**src/sv/apa_pkg.sv**
```systemverilog
// apa_pkg: shared types, codes and helpers of the address pool allocator.
// Used by apa_ctrl, apa_dpath and address_pool_allocator; depends on nothing.
package apa_pkg;

    // Default pool window size in addresses
    localparam int POOL_SIZE_DEF = 256;

    // Bitmap rows: 32 flags per row, offset bits below ROW_LSB select the flag
    localparam int ROW_W   = 32;
    localparam int ROW_LSB = 5;

    // Configuration register indexes
    localparam int CFG_IDX_W = 1;
    localparam logic [CFG_IDX_W-1:0] REG_START = 1'b0;
    localparam logic [CFG_IDX_W-1:0] REG_END   = 1'b1;

    // Request kinds; the fourth code is unused
    typedef enum logic [1:0] {
        KIND_ALLOC   = 2'd0,
        KIND_RELEASE = 2'd1,
        KIND_QUERY   = 2'd2
    } kind_t;

    // Result status codes
    typedef enum logic [1:0] {
        STAT_OK        = 2'd0,
        STAT_EXHAUSTED = 2'd1,
        STAT_OUTSIDE   = 2'd2
    } status_t;

    // Request beat
    typedef struct packed {
        logic [1:0]  kind;
        logic [31:0] address;
    } in_item_t;

    // Result beat
    typedef struct packed {
        logic [31:0] granted_address;
        logic        in_use;
        logic [1:0]  status;
    } out_item_t;

    // Controller states
    typedef enum logic [2:0] {
        S_IDLE,
        S_DISPATCH,
        S_SCAN_RD,
        S_SCAN_CHK,
        S_FRESH_CHK,
        S_ROW_RD,
        S_ROW_MOD,
        S_RESP
    } state_t;

    // Commands from controller to datapath
    typedef struct packed {
        logic    accept;      // capture request, reset scan row
        logic    scan_rd;     // read bitmap row at scan counter
        logic    scan_next;   // advance scan counter
        logic    take_rel;    // pick lowest released flag of current row
        logic    take_fresh;  // pick fresh offset and bump it
        logic    row_rd;      // read bitmap row of captured offset
        logic    row_mod;     // write back updated row, set result
        logic    res_load;    // set result to zero fields with res_sel status
        status_t res_sel;
        logic    out_load;    // move result into output register
    } cmd_t;

    // Status from datapath to controller
    typedef struct packed {
        logic [1:0] kind;
        logic       win_ok;
        logic       found;
        logic       last_row;
        logic       fresh_ok;
        logic       out_free;
    } sts_t;

    // Index of the lowest set bit of a row (zero when the row is empty)
    function automatic logic [ROW_LSB-1:0] lowest_bit(input logic [ROW_W-1:0] row);
        logic [ROW_W-1:0]   iso;
        logic [ROW_LSB-1:0] idx;
        iso = row & (~row + ROW_W'(1));
        idx = '0;
        for (int i = 0; i < ROW_W; i++) begin
            idx = idx | ({ROW_LSB{iso[i]}} & ROW_LSB'(i));
        end
        return idx;
    endfunction

endpackage

```
**src/sv/apa_ctrl.sv**
```systemverilog
// apa_ctrl: request sequencer of the address pool allocator.
// Depends on apa_pkg; drives apa_dpath through cmd_t and reads sts_t.
module apa_ctrl
    import apa_pkg::*;
(
    input  logic clk,
    input  logic rst_n,
    input  logic in_valid,
    output logic in_ready,
    input  sts_t sts,
    output cmd_t cmd
);

    state_t state_reg;
    state_t state_next;

    // State register
    always_ff @(posedge clk or negedge rst_n)
    begin
        if (!rst_n)
        begin
            state_reg <= S_IDLE;
        end
        else
        begin
            state_reg <= state_next;
        end
    end

    // Next state
    always_comb
    begin
        state_next = state_reg;
        unique case (state_reg)
            S_IDLE:
            begin
                if (in_valid)
                begin
                    state_next = S_DISPATCH;
                end
            end
            S_DISPATCH:
            begin
                if (sts.kind == KIND_ALLOC)
                begin
                    state_next = S_SCAN_RD;
                end
                else if ((sts.kind == KIND_RELEASE || sts.kind == KIND_QUERY) && sts.win_ok)
                begin
                    state_next = S_ROW_RD;
                end
                else
                begin
                    state_next = S_RESP;
                end
            end
            S_SCAN_RD:
            begin
                state_next = S_SCAN_CHK;
            end
            S_SCAN_CHK:
            begin
                if (sts.found)
                begin
                    state_next = S_ROW_MOD;
                end
                else if (sts.last_row)
                begin
                    state_next = S_FRESH_CHK;
                end
                else
                begin
                    state_next = S_SCAN_RD;
                end
            end
            S_FRESH_CHK:
            begin
                state_next = sts.fresh_ok ? S_ROW_RD : S_RESP;
            end
            S_ROW_RD:
            begin
                state_next = S_ROW_MOD;
            end
            S_ROW_MOD:
            begin
                state_next = S_RESP;
            end
            S_RESP:
            begin
                if (sts.out_free)
                begin
                    state_next = S_IDLE;
                end
            end
            default:
            begin
                state_next = S_IDLE;
            end
        endcase
    end

    // Commands
    always_comb
    begin
        cmd          = '0;
        cmd.res_sel  = STAT_OK;
        in_ready     = 1'b0;
        unique case (state_reg)
            S_IDLE:
            begin
                in_ready   = 1'b1;
                cmd.accept = in_valid;
            end
            S_DISPATCH:
            begin
                if (sts.kind == KIND_RELEASE || sts.kind == KIND_QUERY)
                begin
                    if (!sts.win_ok)
                    begin
                        cmd.res_load = 1'b1;
                        cmd.res_sel  = STAT_OUTSIDE;
                    end
                end
                else if (sts.kind != KIND_ALLOC)
                begin
                    // unused kind: all-zero result
                    cmd.res_load = 1'b1;
                end
            end
            S_SCAN_RD:
            begin
                cmd.scan_rd = 1'b1;
            end
            S_SCAN_CHK:
            begin
                if (sts.found)
                begin
                    cmd.take_rel = 1'b1;
                end
                else if (!sts.last_row)
                begin
                    cmd.scan_next = 1'b1;
                end
            end
            S_FRESH_CHK:
            begin
                if (sts.fresh_ok)
                begin
                    cmd.take_fresh = 1'b1;
                end
                else
                begin
                    cmd.res_load = 1'b1;
                    cmd.res_sel  = STAT_EXHAUSTED;
                end
            end
            S_ROW_RD:
            begin
                cmd.row_rd = 1'b1;
            end
            S_ROW_MOD:
            begin
                cmd.row_mod = 1'b1;
            end
            S_RESP:
            begin
                cmd.out_load = sts.out_free;
            end
            default:
            begin
                cmd = '0;
            end
        endcase
    end

    // An accepted request always goes to dispatch next
    a_accept_dispatch: assert property (@(posedge clk) disable iff (!rst_n)
        in_valid && in_ready |=> state_reg == S_DISPATCH)
        else $error("accepted request did not reach dispatch");

    // Row update only follows a row read or a successful scan check
    a_mod_source: assert property (@(posedge clk) disable iff (!rst_n)
        state_reg == S_ROW_MOD |->
            $past(state_reg) == S_ROW_RD || $past(state_reg) == S_SCAN_CHK)
        else $error("row update without preceding read");

    // Scan check always has read data from the previous cycle
    a_scan_pair: assert property (@(posedge clk) disable iff (!rst_n)
        state_reg == S_SCAN_CHK |-> $past(state_reg) == S_SCAN_RD)
        else $error("scan check without scan read");

endmodule

```
**src/sv/apa_dpath.sv**
```systemverilog
// apa_dpath: bitmap memory, offsets, fresh pointer and result register.
// Depends on apa_pkg; commanded by apa_ctrl.
module apa_dpath
    import apa_pkg::*;
#(
    parameter int POOL_SIZE = POOL_SIZE_DEF
)
(
    input  logic        clk,
    input  logic        rst_n,
    input  cmd_t        cmd,
    output sts_t        sts,
    input  logic [31:0] start_address,
    input  logic [31:0] end_address,
    input  in_item_t    in_item,
    output logic        out_valid,
    input  logic        out_ready,
    output out_item_t   out_item
);

    localparam int ROWS   = (POOL_SIZE + ROW_W - 1) / ROW_W;
    localparam int ROW_AW = (ROWS > 1) ? $clog2(ROWS) : 1;
    localparam int OFFX_W = ROW_AW + ROW_LSB;
    localparam int FR_W   = $clog2(POOL_SIZE + 1);

    // Each row: released flags in the upper half, in-use flags in the lower
    logic [2*ROW_W-1:0] mem [ROWS];

    logic [1:0]         kind_reg;
    logic               win_ok_reg;
    logic [OFFX_W-1:0]  off_reg;
    logic [ROW_AW-1:0]  row_cnt_reg;
    logic [FR_W-1:0]    fresh_reg;
    logic [2*ROW_W-1:0] rdata_reg;
    logic               rvld_reg;
    logic [ROWS-1:0]    row_vld_reg;
    logic [31:0]        res_granted_reg;
    logic               res_in_use_reg;
    status_t            res_status_reg;
    logic               out_valid_reg;
    out_item_t          out_item_reg;

    logic [31:0]        diff;
    logic               win;
    logic [ROW_AW-1:0]  off_row;
    logic [ROW_LSB-1:0] bit_sel;
    logic [ROW_AW-1:0]  rd_addr;
    logic               mem_re;
    logic [ROW_W-1:0]   rel_row;
    logic [ROW_W-1:0]   use_row;
    logic [ROW_W-1:0]   rel_new;
    logic [ROW_W-1:0]   use_new;
    logic               fresh_ok;
    logic               out_free;

    // Window test on the incoming address
    assign diff = in_item.address - start_address;
    assign win  = diff < 32'(POOL_SIZE);

    assign off_row = off_reg[OFFX_W-1:ROW_LSB];
    assign bit_sel = off_reg[ROW_LSB-1:0];
    assign rd_addr = cmd.scan_rd ? row_cnt_reg : off_row;
    assign mem_re  = cmd.scan_rd | cmd.row_rd;

    // Rows never written read as cleared
    assign rel_row = rvld_reg ? rdata_reg[2*ROW_W-1:ROW_W] : '0;
    assign use_row = rvld_reg ? rdata_reg[ROW_W-1:0] : '0;

    // Fresh address must lie in the window and not above the end address
    assign fresh_ok = (fresh_reg < FR_W'(POOL_SIZE)) &&
                      ({1'b0, start_address} + 33'(fresh_reg) <= {1'b0, end_address});

    assign out_free = !out_valid_reg || out_ready;

    // Row update per request kind
    always_comb
    begin
        rel_new = rel_row;
        use_new = use_row;
        unique case (kind_reg)
            KIND_ALLOC:
            begin
                rel_new[bit_sel] = 1'b0;
                use_new[bit_sel] = 1'b1;
            end
            KIND_RELEASE:
            begin
                rel_new[bit_sel] = 1'b1;
                use_new[bit_sel] = 1'b0;
            end
            default:
            begin
                rel_new = rel_row;
                use_new = use_row;
            end
        endcase
    end

    // Status to controller
    always_comb
    begin
        sts.kind     = kind_reg;
        sts.win_ok   = win_ok_reg;
        sts.found    = |rel_row;
        sts.last_row = row_cnt_reg == ROW_AW'(ROWS - 1);
        sts.fresh_ok = fresh_ok;
        sts.out_free = out_free;
    end

    // Bitmap memory: one write or one registered read per cycle
    always_ff @(posedge clk)
    begin
        if (cmd.row_mod)
        begin
            mem[off_row] <= {rel_new, use_new};
        end
        if (mem_re)
        begin
            rdata_reg <= mem[rd_addr];
        end
    end

    // Request capture and result payload
    always_ff @(posedge clk)
    begin
        if (cmd.accept)
        begin
            kind_reg   <= in_item.kind;
            win_ok_reg <= win;
            off_reg    <= OFFX_W'(diff);
        end
        else if (cmd.take_rel)
        begin
            off_reg <= {row_cnt_reg, lowest_bit(rel_row)};
        end
        else if (cmd.take_fresh)
        begin
            off_reg <= OFFX_W'(fresh_reg);
        end

        if (cmd.res_load)
        begin
            res_granted_reg <= '0;
            res_in_use_reg  <= 1'b0;
            res_status_reg  <= cmd.res_sel;
        end
        else if (cmd.row_mod)
        begin
            res_granted_reg <= (kind_reg == KIND_ALLOC) ? start_address + 32'(off_reg) : '0;
            res_in_use_reg  <= (kind_reg == KIND_QUERY) ? use_row[bit_sel] : 1'b0;
            res_status_reg  <= STAT_OK;
        end

        if (cmd.out_load)
        begin
            out_item_reg.granted_address <= res_granted_reg;
            out_item_reg.in_use          <= res_in_use_reg;
            out_item_reg.status          <= res_status_reg;
        end
    end

    // Control state: scan counter, fresh pointer, row valid bits, output valid
    always_ff @(posedge clk or negedge rst_n)
    begin
        if (!rst_n)
        begin
            row_cnt_reg   <= '0;
            fresh_reg     <= '0;
            rvld_reg      <= 1'b0;
            row_vld_reg   <= '0;
            out_valid_reg <= 1'b0;
        end
        else
        begin
            if (cmd.accept)
            begin
                row_cnt_reg <= '0;
            end
            else if (cmd.scan_next)
            begin
                row_cnt_reg <= row_cnt_reg + ROW_AW'(1);
            end
            if (cmd.take_fresh)
            begin
                fresh_reg <= fresh_reg + FR_W'(1);
            end
            if (mem_re)
            begin
                rvld_reg <= row_vld_reg[rd_addr];
            end
            if (cmd.row_mod)
            begin
                row_vld_reg[off_row] <= 1'b1;
            end
            if (cmd.out_load)
            begin
                out_valid_reg <= 1'b1;
            end
            else if (out_ready)
            begin
                out_valid_reg <= 1'b0;
            end
        end
    end

    assign out_valid = out_valid_reg;
    assign out_item  = out_item_reg;

    // Fresh pointer stops at the window size
    a_fresh_bound: assert property (@(posedge clk) disable iff (!rst_n)
        fresh_reg <= FR_W'(POOL_SIZE))
        else $error("fresh pointer beyond window");

    // A released pick needs a non-empty row
    a_take_rel: assert property (@(posedge clk) disable iff (!rst_n)
        cmd.take_rel |-> |rel_row)
        else $error("released pick from empty row");

    // A fresh pick needs a fresh address in range
    a_take_fresh: assert property (@(posedge clk) disable iff (!rst_n)
        cmd.take_fresh |-> fresh_ok)
        else $error("fresh pick while exhausted");

    // Result only moves into a free output register
    a_out_free: assert property (@(posedge clk) disable iff (!rst_n)
        cmd.out_load |-> !out_valid_reg || out_ready)
        else $error("output register overwritten");

endmodule

```
**src/sv/address_pool_allocator.sv**
```systemverilog
// address_pool_allocator: top level; configuration registers, sequencer and datapath.
// Depends on apa_pkg, apa_ctrl and apa_dpath.
//
//   channel | signals                       | direction | beat
//   --------+-------------------------------+-----------+--------------------------
//   in      | in_valid in_ready in_item     | to block  | kind, address
//   out     | out_valid out_ready out_item  | from block| granted_address, in_use, status
//   cfg     | cfg_valid cfg_ready cfg_index | to block  | register index, cfg_data
//
// One request at a time. Outside-window release/query and unused kinds go from dispatch
// straight to the response; in-window release/query read and rewrite one bitmap row.
// Allocate scans the released bitmap one 32-flag row at a time through the single memory
// read port, stopping at the lowest released address, else takes a fresh address.
// Reset clears per-row valid bits at once; no clearing pass. A result waits in the
// output register while out_ready is low; the next request is taken after it moves there.
module address_pool_allocator
    import apa_pkg::*;
#(
    parameter int POOL_SIZE = POOL_SIZE_DEF
)
(
    input  logic                 clk,
    input  logic                 rst_n,
    input  logic                 in_valid,
    output logic                 in_ready,
    input  in_item_t             in_item,
    output logic                 out_valid,
    input  logic                 out_ready,
    output out_item_t            out_item,
    input  logic                 cfg_valid,
    output logic                 cfg_ready,
    input  logic [CFG_IDX_W-1:0] cfg_index,
    input  logic [31:0]          cfg_data
);

    logic [31:0] start_reg;
    logic [31:0] end_reg;
    cmd_t        cmd;
    sts_t        sts;

    // Configuration registers, written at any time
    assign cfg_ready = 1'b1;

    always_ff @(posedge clk or negedge rst_n)
    begin
        if (!rst_n)
        begin
            start_reg <= '0;
            end_reg   <= '0;
        end
        else if (cfg_valid)
        begin
            unique case (cfg_index)
                REG_START: start_reg <= cfg_data;
                REG_END:   end_reg   <= cfg_data;
                default:   start_reg <= start_reg;
            endcase
        end
    end

    // Sequencer
    apa_ctrl u_ctrl (
        .clk      (clk),
        .rst_n    (rst_n),
        .in_valid (in_valid),
        .in_ready (in_ready),
        .sts      (sts),
        .cmd      (cmd)
    );

    // Datapath
    apa_dpath #(
        .POOL_SIZE (POOL_SIZE)
    ) u_dpath (
        .clk           (clk),
        .rst_n         (rst_n),
        .cmd           (cmd),
        .sts           (sts),
        .start_address (start_reg),
        .end_address   (end_reg),
        .in_item       (in_item),
        .out_valid     (out_valid),
        .out_ready     (out_ready),
        .out_item      (out_item)
    );

endmodule

```
**config.mk**
```make
export PLATFORM = sky130hd
export DESIGN_NAME = address_pool_allocator
export DESIGN_NICKNAME = d
export VERILOG_FILES = /design/src/sv/apa_pkg.sv /design/src/sv/apa_ctrl.sv /design/src/sv/apa_dpath.sv /design/src/sv/address_pool_allocator.sv
export SDC_FILE = /design/constraint.sdc
export NUM_CORES = 1
export LEC_CHECK = 0
export BUFFER_PORTS_ARGS = -buffer_cell sky130_fd_sc_hd__buf_2
export CORE_MARGIN = 2
export CORE_UTILIZATION = 56
export CTS_CLUSTER_DIAMETER = 40
export DETAILED_ROUTE_END_ITERATION = 12
export PLACE_DENSITY = 0.76
export SLEW_MARGIN = 40
export SYNTH_ARGS = -nofsm -noshare
export SYNTH_HDL_FRONTEND = slang
export SYNTH_SLANG_ARGS = --single-unit
```
**constraint.sdc**
```tcl
create_clock -name clk -period 7.1 [get_ports clk]
set_input_delay 0.355 -clock clk [delete_from_list [all_inputs] [get_ports clk]]
set_output_delay 0.355 -clock clk [all_outputs]
set_load 0.01 [all_outputs]
```
**Yosys cells after proc, flatten, opt, wreduce, memory -nomap -nowiden**

Memory sizes are Yosys's and may differ from the RTL's. A register that Yosys moved wholly into a read port is not among the register bits.
Index checks and enable logic that the tools add are counted.

- Bitwise gates (word level): 40
- Add/sub/neg operators: 6
- Multiplexer cells: 52
- Reduce and logical (&&, ||, !) cells: 18
- Magnitude comparators: 8
- Eq/ne operators: 12

Operators with widths:

| kind | count |
|---|---|
| 32-bit case mux with 2 select lines | 2 |
| 32-bit AND | 3 |
| 32-bit 2-to-1 mux | 3 |
| 5-bit OR | 16 |
| 32-bit inverter | 2 |
| 32-bit OR | 2 |
| 5-bit by 4-bit OR with 5-bit output | 8 |
| 32-bit by 9-bit adder with 33-bit output | 1 |
| 33-bit by 32-bit <= comparator with 1-bit output | 1 |
| 32-bit by 1-bit adder with 32-bit output (second input constant) | 1 |
| 32-bit by 8-bit adder with 32-bit output | 1 |
| 32-bit by 9-bit less-than comparator with 1-bit output (second input constant) | 1 |
| 32-bit OR reduction | 1 |
| 32-bit subtractor | 1 |
| 3-bit 2-to-1 mux | 10 |
| 8-bit 2-to-1 mux | 3 |
| 3-bit case mux with 8 select lines | 1 |
| 1-bit 2-to-1 mux | 22 |
| 5-bit by 3-bit OR with 5-bit output | 4 |
| 3-bit == test (second input constant) | 5 |
| 2-bit 2-to-1 mux | 6 |
| 9-bit by 1-bit adder with 9-bit output (second input constant) | 1 |
| 9-bit less-than comparator (second input constant) | 1 |
| 3-bit by 4-bit less-than comparator with 1-bit output (second input constant) | 2 |
| other kinds (28) | 38 |

- Memories kept: 1
- Bits in registers: 170
- Bits of input ports: 72
- RAM bits: 512

Memories:

| memory | words | width | read ports | clocked after Yosys merged registers in | wr ports | RTL line | text |
|---|---|---|---|---|---|---|---|
| u_dpath.mem | 8 | 64 | 1 | 1 | 1 | apa_dpath.sv:27 | `logic [2*ROW_W-1:0] mem [ROWS];` |

**Depth between registers and ports, before layout**

Gate-level depths: netlist (run 1).

- Depth in word-level cells: 36
- Gate-level depth with buffers: 23

**Modules after synthesis**

A second synthesis (run 1) with hierarchy kept.

- Cell total of the unflattened synthesis: 2,208
- Area, all modules: 33,570.9 sq um

Modules (own cells, without submodules):

| module | area an instance (sq um) | cells each | instances |
|---|---|---|---|
| apa_dpath | 30,787.0 | 2,025 | 1 |
| address_pool_allocator | 2,437.3 | 139 | 1 |
| apa_ctrl | 346.6 | 44 | 1 |

**Worst setup path after synthesis (run 1)**

OpenSTA, ideal clock, no wires.

- Kind: reg-to-reg
- Start point: register u_ctrl.state_reg[1]
- End point: register u_dpath.row_vld_reg[0]
- Library setup time: 0.103 ns
- Period minus slack after synthesis: 7.568 ns
- Arrival: 7.465 ns
- Setup slack: -0.468 ns
- Stages on the path, launching flop included: 5
- Buffers on the path: 1
- Cell sequence: dfrtp_1 -> clkbuf_1 -> nand2_1 -> nor4_1 -> or2_2

- Longest elaborated chain between the ends: 2

RTL lines:

| item | RTL line | text |
|---|---|---|
| from (decl) | apa_ctrl.sv:14 | `state_t state_reg;` |
| from (signal assigned) | apa_ctrl.sv:26 | `state_reg <= state_next;` |
| 3-bit == test | apa_ctrl.sv:108 | `unique case (state_reg)` |
| 1-bit 2-to-1 mux | apa_ctrl.sv:108 |  |
| to (signal assigned) | apa_dpath.sv:170 | `row_vld_reg <= '0;` |
| to (signal, indexed assignment) | apa_dpath.sv:193 | `row_vld_reg[off_row] <= 1'b1;` |
| to (decl) | apa_dpath.sv:36 | `logic [ROWS-1:0] row_vld_reg;` |

No other way between the ends.
A chain may end at the register's enable or synchronous reset.

**Final worst setup path (run 1)**

- Start point: register u_dpath.fresh_reg[0]
- End point: register u_dpath.res_status_reg[0] (enable)

- Longest elaborated chain between the ends: 6

RTL lines:

| item | RTL line | text |
|---|---|---|
| from (decl) | apa_dpath.sv:33 | `logic [FR_W-1:0] fresh_reg;` |
| from (signal assigned) | apa_dpath.sv:185 | `fresh_reg <= fresh_reg + FR_W'(1);` |
| 32-bit by 9-bit adder with 33-bit output | apa_dpath.sv:71 | `({1'b0, start_address} + 33'(fresh_reg) <= {1'b0, end_address});` |
| 33-bit by 32-bit <= comparator with 1-bit output | apa_dpath.sv:71 |  |
| 1-bit logical AND * | apa_dpath.sv:70 | `assign fresh_ok = (fresh_reg < FR_W'(POOL_SIZE)) &&` |
| 3-bit 2-to-1 mux * | apa_ctrl.sv:147 | `if (sts.fresh_ok)` |
| 3-bit case mux with 2 select lines * | apa_ctrl.sv:108 |  |
| 2-bit nonzero test (no line) * | - |  |
| to (signal assigned) | apa_dpath.sv:145 | `res_status_reg <= cmd.res_sel;` |
| to (decl) | apa_dpath.sv:39 | `status_t res_status_reg;` |

Mark *: on every way between the ends. The rest lies on a longest branch, timed or not.

==> impl_metrics.toml, run 1 <==
[placement]
pre_cts_slack_ps = 1370
dpl_cell_area_mm2 = 0.0358
io_buffers = 108
place_hpwl_um = 55100
dp_cells = 3832
globalplace.congestion = 0.912

[pwr]
power.total_mw = 17.9
vdd_drop_max_v = 0.000461
p_leak_nw = 14.7
power_per_cell_area_mw_per_mm2 = 453

[finish]
drive_gt1_share_pct = 12.5
n_antenna_cell = 0
final_common_cell = "nand2_1"
synthToLayoutAreaGrowth_pct = 14.7
stdcell_count = 4039
largest_reg_flops = 512
utilization_pct = 65.2
multiInputGateArea_mm2 = 0.0119
final_cell_mix = "nand2_1, edfxtp_1, nand3_1"
layout.nets = 3339
num-fill-cells = 4310
seq_area_mm2 = 0.0216
final_area_mm2 = 0.0394

[clock_network]
cts_tree = "yes"
clock-root-buffer = "clkbuf_16"
clkSinkCount = 746
clock_latency_ps = 660
clk_pin_slew_worst_paths_ps = 60
clk_path_buf_depth = 3
cts_resized = 0
cts_buffers = 95
cts.htree.levels = 3

[yosys]
yosysSeqAreaShare_pct = 63.0
async_flop_share_pct = 11.9
synth_cell_types = 86
synthTopCellsByArea = "edfxtp_1, nand2_1, dfrtp_1"
yosys.area.top_type = "edfxtp_1"
yosys_register_bits = 746
ys.flop_type = "edfxtp_1"
syn_area_mm2 = 0.0344
synth_area_per_cell_um2 = 11.1
syn_inst = 3081
synth_edf_count = 624
yosys_warnings = 0
yosysTopAreaCellShare_pct = 54.5
synthesis.nets = 3242

[sta]
final.period_utilization_pct = 82.0
whs_ps = 28.0
fin_tns_setup_ps = 0
timing.fmax_ghz = 0.172
tightestPinTransition_ps = 912
finalMaxSlewViolations = 0
finalHoldViolations = 0
finalClockSkew_ps = 36.9
fin_crit_ps = 5820
maxSlewHeadroom_pct = 38.6
setup_viol = 0
rsz0062_at_grt = "false"
layout_setup_ws_ps = 1280

[floorplan]
die_h_um = 252
core.rowCount = 90
dieWidth_um = 252
die_area_mm2 = 0.0633
core-area_mm2 = 0.0605
io_pins = 110
start_util_pct = 56.8

[critical_path]
end_kind = "register"
cp.arrival_ps = 6210
worst_setup_path_start_kind = "register"
worst_ep_required_time_ps = 7490
crit_fanout = 34
r2r_end = "u_dpath.res_status_reg[0]"
path_class = "reg -> reg"
r2r-start = "u_dpath.fresh_reg[0]"
rrSetupSlack_ps = 1280
r2r_cells = 22

[global_routing]
grt_pass1_wl_um = 141000
grt.overflow.total = 0
grt_usage_pct = 28.8
antenna_found_initial = 0
grt_max_degree = 124
grt_pass1_vias = 25000

[drt]
ant_nets = 0
dr.pass1.iters = 7
route.detailed.drc = 0
wl_per_cell_um = 22.8
viasPerCell = 6.26
wl_um = 91900
vias = 25300
drtIter0Drc = 2965

[run_status]
status = "complete, no violations"

[worst_hold_path]
hold-path-endpoint = "end_reg[31]"
hold_depth = 2
min_from = "cfg_data[31]"
hp-class = "in -> reg"

[job]
drv_cap = 0
-- worst max-delay path by stage --
stage                         startpoint                        end  slack, ps  cells after the start
CTS                 u_dpath.fresh_reg[0]  u_dpath.res_status_reg[0]       1300                     22
global placement    u_dpath.fresh_reg[0]  u_dpath.res_status_reg[0]       1470                     22
finish              u_dpath.fresh_reg[0]  u_dpath.res_status_reg[0]       1280                     22
detailed placement  u_dpath.fresh_reg[0]  u_dpath.res_status_reg[0]       1370                     22
floorplan            u_ctrl.state_reg[1]     u_dpath.row_vld_reg[4]       1090                      5
global route        u_dpath.fresh_reg[0]  u_dpath.res_status_reg[0]        840                     22
-- synth_stat cells (10+ instances only) --
| cell type | n |
|---|---|
| a21o_1 | 18 |
| a21oi_1 | 70 |
| a22oi_1 | 27 |
| buf_1 | 22 |
| clkbuf_1 | 144 |
| dfrtp_1 | 89 |
| dfxtp_1 | 33 |
| edfxtp_1 | 624 |
| ha_1 | 86 |
| inv_1 | 89 |
| mux2_2 | 38 |
| mux2i_1 | 13 |
| nand2_1 | 702 |
| nand2b_1 | 12 |
| nand3_1 | 349 |
| nand4_1 | 39 |
| nor2_1 | 111 |
| nor2b_1 | 16 |
| nor3_1 | 31 |
| nor4_1 | 16 |
| o211ai_1 | 73 |
| o21a_1 | 11 |
| o21ai_0 | 209 |
| o21bai_1 | 10 |
| or2_2 | 12 |
| xnor2_1 | 70 |
-- logic make-up after synthesis --
| family | Yosys count | synth area share, % |
|---|---|---|
| other | 1 | 0.0109 |
| buffers and inverters | 269 | 3.03 |
| and+or+nand+nor | 1348 | 17.6 |
| DFF | 746 | 63.0 |
| xor gates and xnor gates | 80 | 2.06 |
| muxes | 60 | 2.21 |
| adders and majority gates | 89 | 3.31 |
| AOI/OAI and AO/OA | 488 | 8.84 |
-- repair_timing --
action / CTS / global route
endpoints found under the hold margin: 94 / 0
hold buffers: 29 / 0
buffers inserted: 0 / 0
-- metal layers --
layer  wire length (um)  vias up  GRT usage [%]  share of wire, %
li1                   -    11400              -                 -
met1              34400    12300           36.1                37
met2              45000     1379           48.9                49
met3               7970      277           5.09               8.7
met4               4490        0           13.8               4.9
met5                  0        -              0                 0
-- layout make-up --
type / instances / share of cell area (%)
tap: 782 / 2.48
multi-input combinational: 2066 / 30.1
timing repair buffer: 179 / 3.40
clock buffer: 107 / 6.33
clock inverter: 69 / 1.90
sequential: 746 / 54.9
inverter: 90 / 0.857
-- where the power goes --
part | internal [mW] | leakage (nW) | switching (mW)
registers | 6.33 | 7.08 | 0.621
logic | 1.87 | 6.07 | 4.20
clock network | 2.93 | 1.57 | 1.91
-- critical path: stages, from the launching register on --
cell and delay, ps:
dfrtp_1 440, ha_1 220, inv_1 60, fa_1 400
nor2b_1 130, o21a_1 150, o21a_1 160, o31a_1 240
o21ai_0 140, o21ai_0 310, nand2_1 270, nor4_1 450
xnor2_1 170, ha_1 280, a211o_1 300, a21oi_1 190
o2111ai_1 140, a21oi_1 140, a221oi_1 180, nor3_1 470
o22ai_2 110, buf_4 270, or2_2 330
(Power assumes the default switching activity.)
==> run 2: changes to the inputs <==
Settings changed: ABC_AREA from default to 1, CORE_UTILIZATION 56 to 63, PLACE_DENSITY 0.76 to 0.81.
Clock period 7.1 ns to 5.85 ns, I/O delays scaled along.
==> run 2 against run 1 <==
Effect of this change:
- setup slack got worse by 350 ps
- hold slack got worse by 3.9 ps
- routed wire length rose by 4.3%
- sequential power is 13% higher
- global-route usage grew 4.5 points
- clock power up 21%
- cell count rose by 12%
- critical path type unchanged
- clock-buffer cell count increased by 5
- fmax grew 18%
==> impl_metrics.toml, run 2 <==
[run_status]
status = "complete, no violations"

[finish]
final_common_cell = "nor2_1"
largest_reg_flops = 512
n_antenna_cell = 0
drive_gt1_share_pct = 11.0
layout.nets = 3865
synthToLayoutAreaGrowth_pct = 14.3
utilization_pct = 73.0
final_area_mm2 = 0.0404
final_cell_mix = "nor2_1, edfxtp_1, nand2_1"
num-fill-cells = 3757

[clock_network]
clock-root-buffer = "clkbuf_16"
cts_buffers = 95
cts.htree.levels = 3
cts_resized = 0
clk_path_buf_depth = 3
clkSinkCount = 746
cts_tree = "yes"
cts_hold_buf = 33
clock_latency_ps = 670
clk_pin_slew_worst_paths_ps = 50
post_cts_buffers = 0

[placement]
pre_cts_slack_ps = 976
place_hpwl_um = 58900
globalplace.congestion = 1.01
io_buffers = 108
dpl_cell_area_mm2 = 0.0368

[yosys]
synth_edf_count = 624
synth_xor_area_share_pct = 1.29
synth_mux_area_share_pct = 0
synth_top_family_by_area = "simple AND/OR/NAND/NOR gates"
yosysMostFrequentCell = "nor2_1"
syn_area_mm2 = 0.0353
synth-compound-area-share_pct = 11.9
yosysSeqAreaShare_pct = 61.2
synth_simple_gate_area_share_pct = 16.6
synth_area_per_cell_um2 = 9.88
yosys-top-cells-count = "nor2_1, edfxtp_1, nand2_1"
yosys.area.top_type = "edfxtp_1"
synthAdderAreaFrac_pct = 3.22
synthesis.nets = 3734
yosys_register_bits = 746
yosys_warnings = 0
async_flop_share_pct = 11.9
ys.flop_type = "edfxtp_1"
yosysTopAreaCellShare_pct = 53.1
synthTopCellsByArea = "edfxtp_1, nor2_1, o21ai_0"
syn_inst = 3573
synth_cell_types = 55

[pwr]
intPower_mw = 12.9
p_leak_nw = 15.8
comb_power_share_pct = 34.9
clockPowerShare_pct = 27.7
p_seq_share_pct = 37.4
p_sw_share_pct = 38.9
power_per_cell_area_mw_per_mm2 = 523
vdd_drop_max_v = 0.000438
p_switching_mw = 8.21

[floorplan]
start_util_pct = 63.9
die_h_um = 241
dieWidth_um = 241
core-area_mm2 = 0.0553
io_pins = 110
core.rowCount = 86
die_area_mm2 = 0.0580

[drt]
ant_nets = 0
wl_um = 95900
wl_per_cell_um = 21.2
dr.pass1.iters = 9
vias = 27300
viasPerCell = 6.03
drtIter0Drc = 3281
route.detailed.drc = 0

[sta]
tightestPinTransition_ps = 897
finalMaxSlewViolations = 0
maxSlewHeadroom_pct = 40.2
rsz0062_at_grt = "false"
final.period_utilization_pct = 84.1
finalHoldViolations = 0
setup_viol = 0
fin_crit_ps = 4920
layout_setup_ws_ps = 931
finalClockSkew_ps = 57.8
fin_tns_setup_ps = 0
timing.fmax_ghz = 0.203

[critical_path]
cp.arrival_ps = 5190
rrSetupSlack_ps = 930
crit_fanout = 17
path_class = "reg -> reg"
end_kind = "register"
worst_ep_required_time_ps = 6120
worst_setup_path_start_kind = "register"

[global_routing]
grt_usage_pct = 33.3
grt.overflow.total = 0
antenna_found_initial = 0
grt_pass1_vias = 25800
grt_max_degree = 131
grt_pass1_wl_um = 146000

[worst_hold_path]
hp-class = "in -> reg"

[job]
drv_cap = 0
[run 2: cell count changes after synthesis, moves of 67 or more]
cell	before	now
nor2_1	111	664
o21ai_0	209	452
nand2_1	702	504
o211ai_1	73	5
o22ai_1	4	100
inv_1	89	343
a31oi_1	7	74
nand3_1	349	89
[run 2: power groups by stage]
stage | clock network, mW | registers [mW] | logic [mW]
after floorplan | 0 | 7.79 | 4.98
after global placement | 0 | 7.94 | 6.84
after detailed placement | 0 | 7.95 | 7.09
after CTS | 5.88 | 7.86 | 7.19
after global routing | 6.10 | 7.95 | 8.11
final | 5.86 | 7.89 | 7.37
[run 2: worst paths after layout]
path | from | endpoint | cells after the start
worst max-delay path | start_reg[1] | u_dpath.off_reg[1] | 25
worst min-delay path | cfg_data[7] | end_reg[7] | 3
worst max register to register | start_reg[1] | u_dpath.off_reg[1] | 25
worst min register to register | u_dpath.res_granted_reg[0] | u_dpath.out_item[3] | 0
max in group asynchronous | rst_n | start_reg[11] | 3
min in group asynchronous | rst_n | start_reg[8] | 2
[run 2: worst max-delay path, cell delays in order, from the launching register on]
cell     delay (ps)
dfrtp_1         480
inv_1           130
fa_1            460
inv_1            70
nand3_1          60
nand2_1         130
nand2_1          80
nand2_1         110
a21oi_1          70
nor2_1          230
nand2_1         160
nor2_1          350
nand2_1         120
xor2_1          160
inv_1            60
ha_1            310
a21oi_1         160
nor2_1           60
nor4_1          260
nor2_1           80
nor2_1          160
nand3_1         130
nand2_2         140
nand3_2          70
buf_4           230
nand3_1         290
[run 2: cells by family (layout without fill, tap and decap cells)]
logic type,count (synthesis),count (layout)
simple gates,1416,1416
compound gates,763,763
flops,746,746
buf+inv,506,717
fa+ha+maj,89,89
xor+xnor,52,52
other cells,1,1
[run 2: layout make-up]
type	instances	area, um2	share of cell area [%]
Sequential cell	746	21600	53.6
Multi-Input combinational cell	2321	11800	29.2
Clock buffer	112	2530	6.28
Timing Repair Buffer	185	1430	3.55
Inverter	355	1350	3.34
Tap cell	748	936	2.32
Clock inverter	65	711	1.76
[run 2: through the flow]
step / cells / power (mW) / hold WS (ps)
5_1_grt: 4532 / 22.2 / 34.0
6_report: 4532 / 21.1 / 24.1
4_1_cts: 4531 / 20.9 / 0.291
2_1_floorplan: 3573 / 12.8 / -3.09
3_5_place_dp: 4321 / 15.0 / 307
3_3_place_gp: 4311 / 14.8 / 308
[run 2: layer usage]
layer	track usage, %	up-vias	routed length [um]
met5	0	-	0
met4	17.1	0	5070
met3	5.70	273	9690
met2	54.1	1572	45300
met1	43.5	12900	35800
li1	-	12600	-
